--- config.mk ---
export PLATFORM = sky130hd
export DESIGN_NAME = tccw_ctrl
export DESIGN_NICKNAME = d
export VERILOG_FILES = /design/src/rtl/core/tccw_pkg.sv /design/src/rtl/core/tccw_ctrl.sv
export SDC_FILE = /design/constraint.sdc
export NUM_CORES = 1
export LEC_CHECK = 0
export BUFFER_PORTS_ARGS = -buffer_cell sky130_fd_sc_hd__buf_2
export CAP_MARGIN = 15
export CORE_AREA = 5 5 42 44
export DETAILED_ROUTE_END_ITERATION = 12
export DIE_AREA = 0 0 47 49
export PLACE_DENSITY_LB_ADDON = 0.12
export SYNTH_ARGS = -nofsm -noshare
export SYNTH_HDL_FRONTEND = slang
export SYNTH_SLANG_ARGS = --single-unit
--- constraint.sdc ---
create_clock -name clock -period 0.9 [get_ports clock]
set_input_delay 0.135 -clock clock [delete_from_list [all_inputs] [get_ports clock]]
set_output_delay 0.135 -clock clock [all_outputs]
set_load 0.02 [all_outputs]
--- src/rtl/core/tccw_pkg.sv ---
// ----------------------------------------------------------------------------
// tccw_pkg - text console character writer package
// Shared constants, controller states and controller/datapath bundles.
// ----------------------------------------------------------------------------
package tccw_pkg;

   // Default screen geometry
   localparam int COLUMNS_DEFAULT    = 80;
   localparam int ROWS_COUNT_DEFAULT = 25;

   // Field widths of the request, response and attribute ports
   localparam int CODE_W   = 8;
   localparam int INDEX_W  = 11;
   localparam int CELL_W   = 16;
   localparam int ATTR_W   = 8;

   // Cell and attribute constants
   localparam logic [CELL_W-1:0] BLANK_RESET = 16'h1720;
   localparam logic [ATTR_W-1:0] ATTR_RESET  = 8'd23;

   // Character codes
   localparam logic [CODE_W-1:0] CODE_BACKSPACE = 8'd8;
   localparam logic [CODE_W-1:0] CODE_LINE_FEED = 8'd10;
   localparam logic [CODE_W-1:0] CODE_RETURN    = 8'd13;
   localparam logic [CODE_W-1:0] CODE_SPACE     = 8'd32;

   // Request kinds
   localparam logic REQ_PUT  = 1'b0;
   localparam logic REQ_READ = 1'b1;

   // Controller states
   typedef enum logic [2:0] {
      ST_CLEAR,
      ST_IDLE,
      ST_DECODE,
      ST_READ,
      ST_COPY,
      ST_FILL,
      ST_RESPOND
   } state_type;

   // Controller to datapath commands
   typedef struct packed {
      logic latch;         // capture request fields
      logic clear_wr;      // write one blank cell of the clearing pass
      logic issue_read;    // start a cell read for a read request
      logic capture_read;  // take read data into the response register
      logic apply_put;     // update cursor and write the put cell
      logic sweep_clr;     // restart the sweep counter
      logic copy_step;     // one step of the scroll copy
      logic fill_step;     // one step of the bottom row fill
   } cmd_type;

   // Datapath to controller status
   typedef struct packed {
      logic clear_last;    // last cell of the clearing pass
      logic is_read;       // latched request is a read
      logic need_scroll;   // current put runs past the last cell
      logic copy_last;     // last step of the scroll copy
      logic fill_last;     // last step of the bottom row fill
   } status_type;

endpackage

--- src/rtl/core/tccw_ctrl.sv ---
// ----------------------------------------------------------------------------
// tccw_ctrl - console writer controller
// Sequences clearing, request decode, reads, scrolls and the response strobe.
// ----------------------------------------------------------------------------
module tccw_ctrl (
   input  logic                  clock,
   input  logic                  reset,
   input  logic                  start,
   input  tccw_pkg::status_type  status,
   output tccw_pkg::cmd_type     cmd,
   output logic                  busy,
   output logic                  rsp_valid
);

   tccw_pkg::state_type state_ff;
   tccw_pkg::state_type state_in;

   // State register
   always_ff @(posedge clock) begin
      if (reset) begin
         state_ff <= tccw_pkg::ST_CLEAR;
      end else begin
         state_ff <= state_in;
      end
   end

   // Next state and commands
   always_comb begin
      state_in  = state_ff;
      cmd       = '0;
      busy      = 1'b1;
      rsp_valid = 1'b0;
      case (state_ff)
         tccw_pkg::ST_CLEAR: begin
            cmd.clear_wr = 1'b1;
            if (status.clear_last) begin
               state_in = tccw_pkg::ST_IDLE;
            end
         end
         tccw_pkg::ST_IDLE: begin
            busy = 1'b0;
            if (start) begin
               cmd.latch = 1'b1;
               state_in  = tccw_pkg::ST_DECODE;
            end
         end
         tccw_pkg::ST_DECODE: begin
            if (status.is_read) begin
               cmd.issue_read = 1'b1;
               state_in       = tccw_pkg::ST_READ;
            end else begin
               cmd.apply_put = 1'b1;
               if (status.need_scroll) begin
                  cmd.sweep_clr = 1'b1;
                  state_in      = tccw_pkg::ST_COPY;
               end else begin
                  state_in = tccw_pkg::ST_RESPOND;
               end
            end
         end
         tccw_pkg::ST_READ: begin
            cmd.capture_read = 1'b1;
            state_in         = tccw_pkg::ST_RESPOND;
         end
         tccw_pkg::ST_COPY: begin
            cmd.copy_step = 1'b1;
            if (status.copy_last) begin
               state_in = tccw_pkg::ST_FILL;
            end
         end
         tccw_pkg::ST_FILL: begin
            cmd.fill_step = 1'b1;
            if (status.fill_last) begin
               state_in = tccw_pkg::ST_RESPOND;
            end
         end
         tccw_pkg::ST_RESPOND: begin
            rsp_valid = 1'b1;
            state_in  = tccw_pkg::ST_IDLE;
         end
         default: begin
            state_in = tccw_pkg::ST_IDLE;
         end
      endcase
   end

endmodule

# ---- Yosys cells after proc, flatten, opt, wreduce, memory -nomap -nowiden
# Index checks and enable logic that the tools add are counted.
dict set report totals {
  regBits 3
  latchBits 0
  ramBits 0
  rom_bits 0
  output_inout_bits 10
  word_cells 33
  mem_count 0
}
dict set report op_classes {
  n_addsub 0
  mul 0
  div 0
  magnitude_cmp 0
  eq_ne 10
  n_shift 0
  muxes 20
  bitwise 0
  reduce_logical 2
}
# operator count
set op_table {}
lappend op_table {{one-hot mux 3 bit (6 select lines)} 1}
lappend op_table {{2-to-1 mux 3 bit} 5}
lappend op_table {{2-to-1 mux 1 bit} 11}
lappend op_table {{equality test 3 bit (second input constant)} 3}
lappend op_table {{!= test 2 bit (second input constant)} 4}
lappend op_table {{equality test 3 x 2 -> 1 bit (second input constant)} 2}
lappend op_table {{2-to-1 mux 2 bit} 3}
lappend op_table {{AND reduction 4 bit} 1}
lappend op_table {{equality test 3 x 1 -> 1 bit (second input constant)} 1}
lappend op_table {{zero test 3 bit} 1}

# ---- Longest topological paths before layout
# Gate-level depths: netlist of run 1.
dict set report logic_depth {
  depth_word 3
  ltp_mapped 4
  depth_no_buf 3
}

# ---- Least setup slack after synthesis of run 1
# No wires, ideal clock.
dict set report synth_path {
  path_type {register -> output}
  start {reg state_ff[2]}
  end {out cmd[2] (netlist name)}
  arrival_time_ns 1.285
  t_required_ns 0.765
  slack_ns -0.520
  stages_incl_launch_ff 4
  path_buffers 1
  path_cell_list {dfxtp_1 -> buf_4 -> nor4b_2 -> and2_1}
}
# element line
set synth_lines {}
lappend synth_lines {{start: declaration} tccw_ctrl.sv:15} ;# tccw_pkg::state_type state_ff;
lappend synth_lines {{start signal: assignment} tccw_ctrl.sv:21} ;# state_ff <= tccw_pkg::ST_CLEAR;
lappend synth_lines {{start signal: assignment} tccw_ctrl.sv:23} ;# state_ff <= state_in;
lappend synth_lines {{end: declaration} tccw_ctrl.sv:10} ;# output tccw_pkg::cmd_type cmd,

==> results of run 1 <==
how the worst min path moves through the flow:
stage | from | to | slack [ns]
after global routing | reset | state_ff[0]$_SDFFE_PP0P_ | 0.12
after floorplan | reset | state_ff[0]$_SDFFE_PP0P_ | 0.19
after detailed placement | reset | state_ff[0]$_SDFFE_PP0P_ | 0.35
final | reset | state_ff[0]$_SDFFE_PP0P_ | 0.11
after global placement | reset | state_ff[0]$_SDFFE_PP0P_ | 0.35
after CTS | reset | state_ff[0]$_SDFFE_PP0P_ | 0.11
per-stage QoR:
| stage | cells | hold WS (ns) |
|---|---|---|
| after floorplan | 35 | 0.192 |
| after global placement | 74 | 0.353 |
| after detailed placement | 74 | 0.353 |
| after CTS | 83 | 0.113 |
| after global routing | 84 | 0.122 |
| final | 84 | 0.113 |
final cells by class:
class,count,share of cell area
repair buffers,32,0.426
multi-input cells,28,0.401
flip-flops and latches,3,0.0998
clock buffers,4,0.0381
well taps,16,0.0290
inverters,1,0.00544
where the power goes:
part | total [W] | leakage [nW] | internal [W] | switching, W
Clock | 0.000237 | 0.0150 | 0.000166 | 0.0000709
Combinational | 0.000680 | 0.271 | 0.000400 | 0.000281
Sequential | 0.000206 | 0.0264 | 0.000163 | 0.0000438
cells by family after synthesis:
kind of cell,synth area share
buffers and inverters,0.0855
AND/OR/NAND/NOR,0.450
flip-flops,0.216
AO/OA/AOI/OAI,0.248
synthesized netlist by cell type:
| library cell | count | area (sq um) |
|---|---|---|
| sky130_fd_sc_hd__a2111oi_2 | 1 | 15.0 |
| sky130_fd_sc_hd__or3_1 | 1 | 6.26 |
| sky130_fd_sc_hd__dfxtp_1 | 3 | 60.1 |
| sky130_fd_sc_hd__nand2b_1 | 3 | 18.8 |
| sky130_fd_sc_hd__nor2_1 | 3 | 11.3 |
| sky130_fd_sc_hd__inv_1 | 1 | 3.75 |
| sky130_fd_sc_hd__a31oi_1 | 1 | 6.26 |
| sky130_fd_sc_hd__nor3_1 | 1 | 5.00 |
| sky130_fd_sc_hd__and2_1 | 4 | 25.0 |
| sky130_fd_sc_hd__and3_1 | 2 | 12.5 |
| sky130_fd_sc_hd__buf_2 | 1 | 5.00 |
| sky130_fd_sc_hd__a21oi_1 | 3 | 15.0 |
| sky130_fd_sc_hd__nor4b_2 | 1 | 15.0 |
| sky130_fd_sc_hd__o21ai_2 | 1 | 8.76 |
| sky130_fd_sc_hd__nor2b_1 | 1 | 6.26 |
| sky130_fd_sc_hd__buf_4 | 2 | 15.0 |
| sky130_fd_sc_hd__nor4bb_1 | 1 | 10.0 |
| sky130_fd_sc_hd__a211o_1 | 1 | 8.76 |
| sky130_fd_sc_hd__nand2_1 | 2 | 7.51 |
| sky130_fd_sc_hd__and2b_1 | 1 | 7.51 |
| sky130_fd_sc_hd__a221oi_2 | 1 | 15.0 |
repair_timing:
action / CTS / global route
pin swaps: 6 / 7
resized for setup: 30 / 6
endpoints found under the setup margin: 13 / 13
buffers inserted: 5 / 1
cell usage in the layout, fill, tap and decap left out, types with 2 or more instances in the layout:
cell type | netlist | routed
sky130_fd_sc_hd__a21oi_2 | 0 | 2
sky130_fd_sc_hd__and2_4 | 0 | 3
sky130_fd_sc_hd__buf_12 | 0 | 2
sky130_fd_sc_hd__buf_2 | 1 | 8
sky130_fd_sc_hd__buf_4 | 2 | 9
sky130_fd_sc_hd__buf_6 | 0 | 13
sky130_fd_sc_hd__clkbuf_4 | 0 | 3
sky130_fd_sc_hd__dfxtp_4 | 0 | 2
sky130_fd_sc_hd__nand2b_1 | 3 | 3
layer usage:
| metal | vias to the layer above | part of all wire | track usage |
|---|---|---|---|
| li1 | 189 | - | - |
| met1 | 174 | 0.42 | 0.116 |
| met2 | 11 | 0.50 | 0.147 |
| met3 | 0 | 0.085 | 0.0554 |
| met4 | 0 | 0 | 0 |
| met5 | - | 0 | 0 |
==> impl_results.md, run 1 <==
* Status: finished, violations left
* Failing checks: negative setup slack
* Avg Synthesized Cell Area at 7.94 sq um
* Fraction of layout instances using a drive strength above 1 at 0.853
* Reported max-cap violation count at 0
* Top register by number of flip-flops: state_ff
* Critical path capture point: cmd[2]
* Die extent in y at 49 microns
* Crit path buf inv count at 2
* Fraction of the cycle the final worst path needs at 1.47
* Clock tree from TritonCTS: yes
* Final net count at 77
* CTS clk-pin slew, worst paths at 0.03 ns
* Placer congestion estimate at 0.669
* Static leakage power at 0.313 nW
* Pre-Repair DR Iteration Count at 2
* GRT Residual Overflow at 0
* Initial drt markers at 4
* Worst path arrival time at 1.19 ns
* Clock Skew at 0.00668 ns
* Capture point of the worst reg-to-reg path: state_ff[1]$_SDFFE_PP0P_
* Area of the die at 2300 sq um
* Min Tclk post-route at 1.32 ns
* Net count after synthesis at 43
* Antenna violations before repair at 0
* Flip-flop and latch count after synthesis at 3
* Number of remaining DRC errors at 0
* Via count of the routed design at 374
* Type of the worst setup path: register to output port
* Cell count of the worst reg-to-reg path at 5
* Start point of the critical path: state_ff[2]$_SDFFE_PP0P_
* Crit path max fanout at 5
* Worst-case vdd ir drop at 1.10 mV
* Core outline area at 1400 sq um
* Growth of design area from synthesis to finish at 148%
* Synthesis warning total at 0
* Worst path most repeated cell: sky130_fd_sc_hd__buf_6
* Hold Path Depth at 2
* Worst setup slack after layout at -0.424 ns
* Cell Pwr Density at 1630 nW/um^2
* Reg2reg start: state_ff[2]$_SDFFE_PP0P_
* First-pass GRT wire length at 1550 microns
* Class of the tightest hold or removal check: input port to register
* Startpoint kind of the worst setup timing path: register
* Unique cell type count in the Yosys netlist at 21
* Pre-CTS setup slack at -0.256 ns
* Overall routing resource usage at 0.0936
* Maximum number of pins on one net before global-route repair at 8
* Number of levels in the clock H-tree at 1
* Part of the Yosys area used for sequential elements at 0.216
* Data required time at the worst endpoint at 0.76 ns
* Fill cells at 140
* Highest cell delay on the worst timing path at 0.32 ns
* Overall power consumption at 0.00112 W
* Worst Max-Slew Pin Slew at 0.252 ns
* Via/cell ratio at 4.45
* Io pins at 18
* Multi-input logic area at 277 sq um
* Largest register FFs at 3
* Headroom to the max-slew limit at 0.832
* Top achievable clock speed at 0.755 GHz
* Slack of the worst reg-to-reg path at -0.34 ns
* Max stage delay cell, worst path: sky130_fd_sc_hd__dfxtp_2
* Maximum count of clock buffers along a single path at 2
* Initial core utilization at 0.198
* Kind of cell with the highest combined delay on the critical path: simple AND/OR/NAND/NOR gates
* Vias in the first global route at 371
* Cell breakdown of the critical path: buf_6, nor4b_4, and2_4, buf_6
* Utilization after layout at 0.492
* Root cell of the clock tree: sky130_fd_sc_hd__clkbuf_4
* Synth Cell Area at 278 sq um
* Regs by FF count: state_ff x3
* Std cell rows at 14
* Count of antenna-violating nets left after detailed routing at 0
* Final-report max-slew violation count at 0
* Total of buffers placed on input and output ports at 17
* Kind of end point of the critical path: output port
* Stages on the worst setup path at 4
* Post-DP Area at 477 sq um
* Cts hold-fix bufs at 0
* Sum of negative setup slack at -4.19 ns
* Total wirelength of the detailed-routed design at 958 microns
* DP Wirelength at 684 microns
* Clock buffers created by TritonCTS at 3
* Clock sink count at 3
* Hold violation count in the final report at 0
* Average routed wire per standard cell at 11.4 microns
* Unrepaired setup endpoints after global routing: true
* Endpoints failing setup at 13
* Storage cell area at 68.8 sq um
* Summed area of non-filler cells in the final layout at 689 sq um
* ANT cells at 0
* Synthesized instance count at 35
* Latest clock arrival within the worst-skew pair at 0.23 ns
* Width of the chip at 47 microns
(Power assumes the default switching activity.)
==> run 2, diff against run 1 <==
- CELL_PAD_IN_SITES_DETAIL_PLACEMENT: default -> 0
- CELL_PAD_IN_SITES_GLOBAL_PLACEMENT: default -> 2
- CORE_AREA: 5 5 42 44 -> default
- CORE_ASPECT_RATIO: default -> 0.8
- CORE_MARGIN: default -> 5
- CORE_UTILIZATION: default -> 17
- DIE_AREA: 0 0 47 49 -> default
==> impl_results.md, run 2 (same netlist as run 1, synthesis figures left out) <==
* Failing checks: negative setup slack
* Commonest non-fill, non-tap cell in the layout: sky130_fd_sc_hd__buf_4
* Number of remaining DRC errors at 0 (unchanged)
* Class of the tightest hold or removal check: input port to register
* Type of the worst setup path: register to output port
* Endpoints failing setup at 13 (unchanged)
* Kind of end point of the critical path: output port
* Startpoint kind of the worst setup timing path: register
* Total of buffers placed on input and output ports at 17 (unchanged)
* Die extent in y at 46.2 microns (-5.8%)
* Status: finished, violations left
* Io pins at 18 (unchanged)
* Via count of the routed design at 362 (-3.2%)
* Count of antenna-violating nets left after detailed routing at 0 (unchanged)
* Root cell of the clock tree: sky130_fd_sc_hd__clkbuf_4
* Summed area of non-filler cells in the final layout at 649 sq um (-5.8%)
* Clock tree from TritonCTS: yes
* Largest register FFs at 3 (unchanged)
* Clock sink count at 3 (unchanged)
* Top achievable clock speed at 0.778 GHz (+3.0%)
* Growth of design area from synthesis to finish at 134%
* Data required time at the worst endpoint at 0.76 ns (about the same)
* Commonest cells after routing, fill and taps aside: sky130_fd_sc_hd__buf_4 (14), sky130_fd_sc_hd__buf_6 (9), sky130_fd_sc_hd__buf_2 (8)
* Average routed wire per standard cell at 11.9 microns (+4.7%)
* Min Tclk post-route at 1.29 ns (-0.0390 ns)
* Area of the die at 2550 sq um (+11%)
* Worst setup slack after layout at -0.385 ns (+0.0390 ns)
* Maximum count of clock buffers along a single path at 2 (unchanged)
* Unrepaired setup endpoints after global routing: true
* Clock buffers created by TritonCTS at 3 (unchanged)
* Latest clock arrival within the worst-skew pair at 0.23 ns (about the same)
* Static leakage power at 0.297 nW (-5.2%)
* Inst Count DP at 79 (+6.8%)
* Reported max-cap violation count at 0 (unchanged)
* Antenna violations before repair at 0 (unchanged)
* Top register by number of flip-flops: state_ff
* Number of levels in the clock H-tree at 1 (unchanged)
* Post-route insts no fill at 89 (+6.0%)
* Initial core utilization at 0.174 (-0.0240)
* Width of the chip at 55.2 microns (+17%)
* Vias in the first global route at 370 (-0.27%)
* Via/cell ratio at 4.07 (-8.6%)
* Maximum number of pins on one net before global-route repair at 12 (+4)
* Initial drt markers at 1 (-3)
* Placer congestion estimate at 0.618 (-7.5%)
* Cell Pwr Density at 1590 nW/um^2 (-2.4%)
* Crit path max fanout at 7 (+2)
* Final net count at 76 (-1.3%)
* Regs by FF count: state_ff x3
* Worst-case vdd ir drop at 0.888 mV (-20%)
* Overall routing resource usage at 0.0896 (-0.00395)
* Final-report max-slew violation count at 0 (unchanged)
* Post-route worst hold slack at 0.130 ns (+0.0170 ns)
* Clock Skew at 0.00178 ns (-0.00490 ns)
* Fraction of layout instances using a drive strength above 1 at 0.806 (-0.0470)
* CTS clk-pin slew, worst paths at 0.04 ns (about the same)
* Pre-Repair DR Iteration Count at 2 (unchanged)
* Post-DP Area at 489 sq um (+2.6%)
* GRT Residual Overflow at 0 (unchanged)
* Utilization after layout at 0.407 (-0.0846)
* ANT cells at 0 (unchanged)
* DP Wirelength at 795 microns (+16%)
* Worst Max-Slew Pin Slew at 0.237 ns (-0.0152 ns)
* Hold violation count in the final report at 0 (unchanged)
* Worst path arrival time at 1.15 ns (-0.04 ns)
* Pre-CTS setup slack at -0.251 ns (+0.00552 ns)
* First-pass GRT wire length at 1590 microns (+2.7%)
* Std cell rows at 13 (-1)
* Headroom to the max-slew limit at 0.842 (+0.0105)
* Fraction of the cycle the final worst path needs at 1.43 (-0.0433)
* Total wirelength of the detailed-routed design at 1060 microns (+11%)
* Core outline area at 1590 sq um (+14%)
-- run 2: cell types whose count changed in the layout (fill, tap and decap cells not counted), sizes merged --
cell  before  now
buf       32   31
-- run 2: report_power, final --
group | leakage (nW) | switching (W) | internal [W]
registers | 0.0267 | 0.0000587 | 0.000163
clock network | 0.0150 | 0.0000660 | 0.000166
logic | 0.255 | 0.000253 | 0.000326
total | 0.297 | 0.000378 | 0.000655
-- run 2: metrics by stage --
| stage | TNS (ns) | total power, W |
|---|---|---|
| 6_report | -3.89 | 0.00103 |
| 5_1_grt | -4.49 | 0.00110 |
| 4_1_cts | -3.83 | 0.000979 |
| 3_5_place_dp | -1.92 | 0.000649 |
| 3_3_place_gp | -1.81 | 0.000641 |
| 2_1_floorplan | -0.873 | 0.000496 |
-- run 2: path summary, 6_finish.rpt --
kind / start / to / slack, ns / cells after the start
worst max-delay path: state_ff[0]$_SDFFE_PP0P_ / cmd[2] / -0.39 / 3
worst min-delay path: reset / state_ff[0]$_SDFFE_PP0P_ / 0.13 / 2
worst max register to register: state_ff[0]$_SDFFE_PP0P_ / state_ff[0]$_SDFFE_PP0P_ / -0.31 / 4
worst min register to register: state_ff[1]$_SDFFE_PP0P_ / state_ff[2]$_SDFFE_PP0P_ / 0.70 / 3
-- run 2: routing by layer --
metal  up-vias  routed length (microns)  global-route usage
li1        190                        -                   -
met1       161                      443               0.103
met2         9                      547               0.144
met3         2                       57              0.0162
met4         0                       14              0.0728
met5         -                        0                   0
-- run 2: cell type report --
class                      instances  area [sq um]
clock buffer                       4          26.3
fill                             188           945
inverter                           1          6.26
multi-input combinational         28           272
sequential                         3          71.3
tap                               22          27.5
timing repair buffer              31           246
-- run 2: critical path, cell delays in order (launching register included) --
cell                      delay, ns
sky130_fd_sc_hd__dfxtp_4       0.37
sky130_fd_sc_hd__nor4b_4       0.26
sky130_fd_sc_hd__and2_4        0.17
sky130_fd_sc_hd__buf_6         0.11
-- run 2: timing repair --
action	4_1_cts	5_1_grt
hold buffers	0	0
setup buffers	4	4
gates resized for setup	24	9
endpoints found under the setup margin	13	13
pin swaps	4	3
